<file path="src/hdl/pic_pkg.sv">
// Shared types and constants of the polymorphic inline cache.
// No dependencies.
package pic_pkg;

  localparam int unsigned ENTRIES_DEF     = 4;
  localparam int unsigned OFFSET_BITS_DEF = 16;
  localparam int unsigned SHAPE_W         = 32;
  localparam int unsigned OFF_PORT_W      = 16;
  localparam int unsigned STAT_W          = 32;
  localparam int unsigned USED_W          = 3;

  localparam logic [1:0] REQ_LOOKUP     = 2'd0;
  localparam logic [1:0] REQ_UPDATE     = 2'd1;
  localparam logic [1:0] REQ_INVALIDATE = 2'd2;

  typedef struct packed {
    logic [1:0]            req_type;
    logic [SHAPE_W-1:0]    shape_key;
    logic [OFF_PORT_W-1:0] offset_in;
  } pic_req_t;

  typedef struct packed {
    logic                  hit;
    logic [OFF_PORT_W-1:0] offset_out;
    logic [USED_W-1:0]     entries_used;
    logic [STAT_W-1:0]     lookup_count;
    logic [STAT_W-1:0]     hit_total;
  } pic_rsp_t;

  // Control part of the request token walking the cell chain
  typedef struct packed {
    logic       active;
    logic [1:0] req;
    logic       found;
  } pic_tok_t;

endpackage

</file>
<file path="src/hdl/pic_cell.sv">
// One cache entry with its compare logic and one stage of the token chain.
// Depends on pic_pkg.
module pic_cell #(
  parameter int unsigned OFFSET_BITS = pic_pkg::OFFSET_BITS_DEF
) (
  input  logic                         clk_i,
  input  logic                         rst_ni,
  input  pic_pkg::pic_tok_t            tok_i,
  input  logic [pic_pkg::SHAPE_W-1:0]  shape_i,
  input  logic [OFFSET_BITS-1:0]       off_i,
  input  logic [OFFSET_BITS-1:0]       hit_off_i,
  output pic_pkg::pic_tok_t            tok_o,
  output logic [pic_pkg::SHAPE_W-1:0]  shape_o,
  output logic [OFFSET_BITS-1:0]       off_o,
  output logic [OFFSET_BITS-1:0]       hit_off_o,
  input  logic                         filled_i,
  input  logic                         app_wr_i,
  input  logic [pic_pkg::SHAPE_W-1:0]  app_shape_i,
  input  logic [OFFSET_BITS-1:0]       app_off_i,
  input  logic                         clr_i
);
  import pic_pkg::*;

  logic [SHAPE_W-1:0]     ent_shape_q;
  logic [OFFSET_BITS-1:0] ent_off_q;
  logic                   ent_valid_q;

  pic_tok_t               tok_q, tok_d;
  logic [SHAPE_W-1:0]     shape_q;
  logic [OFFSET_BITS-1:0] off_q, hit_off_q, hit_off_d;

  logic sel, look_hit, upd_hit;

  assign sel      = tok_i.active && !tok_i.found && filled_i && (shape_i == ent_shape_q);
  assign look_hit = sel && (tok_i.req == REQ_LOOKUP) && ent_valid_q;
  assign upd_hit  = sel && (tok_i.req == REQ_UPDATE);

  always_comb begin
    tok_d       = tok_i;
    tok_d.found = tok_i.found | look_hit | upd_hit;
    hit_off_d   = look_hit ? ent_off_q : hit_off_i;
  end

  always_ff @(posedge clk_i or negedge rst_ni) begin
    if (!rst_ni) begin
      tok_q       <= '0;
      ent_valid_q <= 1'b0;
    end else begin
      tok_q <= tok_d;
      if (clr_i) begin
        ent_valid_q <= 1'b0;
      end else if (upd_hit || app_wr_i) begin
        ent_valid_q <= 1'b1;
      end
    end
  end

  always_ff @(posedge clk_i) begin
    shape_q   <= shape_i;
    off_q     <= off_i;
    hit_off_q <= hit_off_d;
    if (upd_hit) begin
      ent_shape_q <= shape_i;
      ent_off_q   <= off_i;
    end else if (app_wr_i) begin
      ent_shape_q <= app_shape_i;
      ent_off_q   <= app_off_i;
    end
  end

  assign tok_o     = tok_q;
  assign shape_o   = shape_q;
  assign off_o     = off_q;
  assign hit_off_o = hit_off_q;

endmodule

</file>
<file path="config.mk">
export PLATFORM = sky130hd
export DESIGN_NAME = pic_cell
export DESIGN_NICKNAME = d
export VERILOG_FILES = /design/src/hdl/pic_pkg.sv /design/src/hdl/pic_cell.sv
export SDC_FILE = /design/constraint.sdc
export NUM_CORES = 1
export LEC_CHECK = 0
export ABC_CLOCK_PERIOD_IN_PS = 5300
export CORE_MARGIN = 4
export CORE_UTILIZATION = 55
export DETAILED_ROUTE_END_ITERATION = 10
export DONT_BUFFER_PORTS = 1
export PLACE_DENSITY = 0.7
export REMOVE_ABC_BUFFERS = 1
export SYNTH_ARGS = -nofsm -noshare
export SYNTH_HDL_FRONTEND = slang
export SYNTH_SLANG_ARGS = --single-unit
</file>
<file path="constraint.sdc">
create_clock -name clk_i -period 5.3 [get_ports clk_i]
set_input_delay 0.53 -clock clk_i [delete_from_list [all_inputs] [get_ports clk_i]]
set_output_delay 0.53 -clock clk_i [all_outputs]
set_load 0.005 [all_outputs]
</file>
==> qor.yml <==
worst_hold_path:
  min_to: "shape_o[1]$_DFF_P_"
  whs_path_depth: 0
  min_path_type: "in -> reg"
  hold_path.startpoint: "shape_i[1]"
critical_path:
  path_delay_family: "simple AND/OR/NAND/NOR gates"
  crit_path_max_incr_delay_ns: 0.86
  rr_endpoint: "ent_shape_q[12]$_DFFE_PP_"
  r2r_slack_ns: 2.69
  slowest_stage: "nand2_2"
  critPathKind: "reg -> reg"
  crit_buf_inv: 0
  rr_worst_depth: 5
  crit_path_cell_trace: "xnor2_1 > nand4_1 > nor4_4 > nand4_4 > nand2_2"
  critPathRequiredTime_ns: 5.40
  critPathMaxFanout: 48
  start_kind: "register"
  r2r_start: "ent_shape_q[6]$_DFFE_PP_"
  cp.arrival_ns: 2.71
  cp-end-kind: "register"
placement:
  gp_congestion: 0.711
  dp_cells: 334
  hpwlAfterDp_microns: 5550
  placed_cell_area_sq_um: 4350
  port_buffers: 0
clock_network:
  post_cts_buffers: 0
  clock-sinks: 117
  clk_latency_ns: 0.50
  cts_tree: "yes"
  cts-htree-levels: 4
  clk_pin_slew_ns: 0.06
  clockBufferDepth: 2
  numCtsBuffers: 17
  cts-root-buf: "clkbuf_8"
timing:
  period_minus_slack_ns: 2.61
  fin_tns_setup_ns: 0
  drv_slew: 0
  slew_headroom_pct: 22.4
  finalSetupViolations: 0
  fin_crit_sh_pct: 49.3
  clock_skew_ns: 0.00923
  worst_pin_slew_ns: 1.16
  hold_violations: 0
  grt_setup_unrepaired: "false"
  max_freq_mhz: 383
power:
  combPwrFrac_pct: 3.5
  total_power_mw: 2.31
  pwr-share-clk_pct: 52.1
  p_switching_mw: 0.443
  p_leak_nw: 2.08
  pwr-share-seq_pct: 44.4
  powerDensity_nw_per_um2: 462
  p_int_mw: 1.87
  ir_drop_v: 0.000296
  switching_share_pct: 19.2
drt:
  first_pass_iters: 4
  wl_per_cell_microns: 21.9
  drc_errors: 0
  wl_microns: 8050
  avgViaCountPerCell: 5.46
  vias: 2004
  drt_first_iter_violations: 45
  antenna_left: 0
cells_and_area:
  n_fill_cell: 489
  fin_util_pct: 67.6
  final_nets: 376
  instances_no_fill: 367
  area_growth_pct: 16.7
  drive_gt1_share_pct: 38.1
  n_antenna_cell: 0
  final_design_area_no_fill_sq_um: 5010
floorplan:
  die_h_microns: 96.3
  start_util_pct: 57.9
  rows: 31
  dieArea_sq_um: 9270
  core_sq_um: 7410
  die_w_microns: 96.3
  io_pins: 189
grt:
  track_usage_pct: 17.2
  grt_pass1_vias: 2170
  grt_max_degree: 51
  gr-total-overflow: 0
  antenna_found_initial: 0
  grt_first_pass_wirelength_microns: 11300
synth:
  seq_area_frac_synth_pct: 66.4
  syn_avg_cell_area_sq_um: 17.9
  netlist_top_cells_area: "edfxtp_1, dfxtp_1, mux2_4"
  synthCells: 240
  yosysUniqueCellTypes: 19
  synth_warnings: 0
  synth_top_area_share_pct: 33.6
  yosys_register_bits: 117
  syn_area_sq_um: 4290
  synth.largest_area_cell: "edfxtp_1"
job:
  maxCapViolations: 0
status:
  status: "complete, no violations"
-- synth_stat cells --
library cell and n:
dfrtp_1 5, nand3b_1 1, a31oi_1 1, nand4_4 2, nor3_4 1, nand3_1 2, buf_6 6, nand2_1 1
xor2_1 1, nand4_1 7, dfxtp_1 64, edfxtp_1 48, nor4_4 1, nor3_2 1, xnor2_1 31, nor2_1 2
mux2_2 12, inv_1 2, mux2_4 52
-- area by class of cell --
cell class	instances	area, sq um	area share (%)
sequential	117	2850	56.9
multi-input combinational	115	1370	27.3
clock buffer	21	470	9.40
clock inverter	11	171	3.42
tap	99	124	2.47
timing repair buffer	2	17.5	0.350
inverter	2	7.51	0.150
-- worst register-to-register path: stages (launching register included) --
cell      delay, ns
edfxtp_1       0.41
xnor2_1        0.22
nand4_1        0.16
nor4_4         0.42
nand4_4        0.14
nand2_2        0.86
-- registers in the layout, summed over array words and instances, names as in the netlist --
| register | cells |
|---|---|
| off_o | 16 |
| hit_off_o | 16 |
| ent_valid_q | 1 |
| shape_o | 32 |
| ent_shape_q | 32 |
| ent_off_q | 16 |
| tok_o | 4 |
-- cells by family (layout without fill, tap and decap cells) --
family | count (synthesis) | count (layout) | share of synthesized area [%]
AO/OA/AOI/OAI | 1 | 1 | 0.146
XOR/XNOR | 32 | 32 | 6.54
buffers and inverters | 8 | 36 | 1.75
flip-flops | 117 | 117 | 66.4
multiplexers | 64 | 64 | 21.4
AND/OR/NAND/NOR | 18 | 18 | 3.79
-- repair_timing --
| action | in CTS | in global routing |
|---|---|---|
| hold endpoints to repair | 5 | 0 |
| hold buffers | 1 | 0 |
| gates resized for setup | 0 | 0 |
-- routing by layer --
layer / share of wire, % / vias to the layer above / wire, microns / global-route usage, %
met4: 1.8 / 0 / 144 / 6.89
met5: 0 / - / 0 / 0
li1: - / 896 / - / -
met1: 38 / 968 / 3020 / 18.8
met3: 12 / 13 / 942 / 9.93
met2: 49 / 127 / 3940 / 27.6
-- power by group through the flow --
| stage | Clock (mW) | Combinational [mW] | Sequential, mW |
|---|---|---|---|
| 2_1_floorplan | 0 | 0.0705 | 1.04 |
| 3_3_place_gp | 0 | 0.0786 | 1.04 |
| 3_5_place_dp | 0 | 0.0797 | 1.05 |
| 4_1_cts | 1.22 | 0.0821 | 1.03 |
| 5_1_grt | 1.27 | 0.0881 | 1.03 |
| 6_report | 1.21 | 0.0811 | 1.03 |
-- placed cells by master, fill, tap and decap left out --
master,n
nand3b_1,1
mux2_4,52
nor3_4,1
clkbuf_16,17
nor3_2,1
dfrtp_1,5
clkbuf_8,3
nand2_2,1
nor2_1,2
clkinv_2,2
dlygate4sd3_1,1
nand3_1,2
edfxtp_1,48
dfxtp_1,64
clkinv_4,3
xor2_1,1
a31oi_1,1
mux2_2,12
inv_1,2
nor4_4,1
buf_4,1
nand4_4,2
bufinv_16,4
nand4_1,7
clkbuf_1,1
xnor2_1,31
clkinvlp_4,2
-- per-stage QoR --
step / hold slack, ns / worst slack [ns]
after floorplan: 0.234 / 1.44
after global placement: 0.235 / 2.61
final: 0.0548 / 2.69
after global routing: 0.0159 / 2.49
after CTS: 0.0275 / 2.68
after detailed placement: 0.235 / 2.59
-- worst max path at each step --
| stage | to | cells past startpoint | slack [ns] | from |
|---|---|---|---|---|
| 2_1_floorplan | ent_off_q[0]$_DFFE_PP_ | 5 | 1.44 | shape_i[4] |
| 3_3_place_gp | ent_shape_q[2]$_DFFE_PP_ | 5 | 2.61 | shape_i[15] |
| 3_5_place_dp | ent_shape_q[2]$_DFFE_PP_ | 5 | 2.59 | shape_i[15] |
| 4_1_cts | ent_shape_q[12]$_DFFE_PP_ | 5 | 2.68 | ent_shape_q[6]$_DFFE_PP_ |
| 5_1_grt | ent_shape_q[7]$_DFFE_PP_ | 5 | 2.49 | ent_shape_q[6]$_DFFE_PP_ |
| 6_report | ent_shape_q[12]$_DFFE_PP_ | 5 | 2.69 | ent_shape_q[6]$_DFFE_PP_ |
Note: power is estimated with default switching activity, not from simulation.
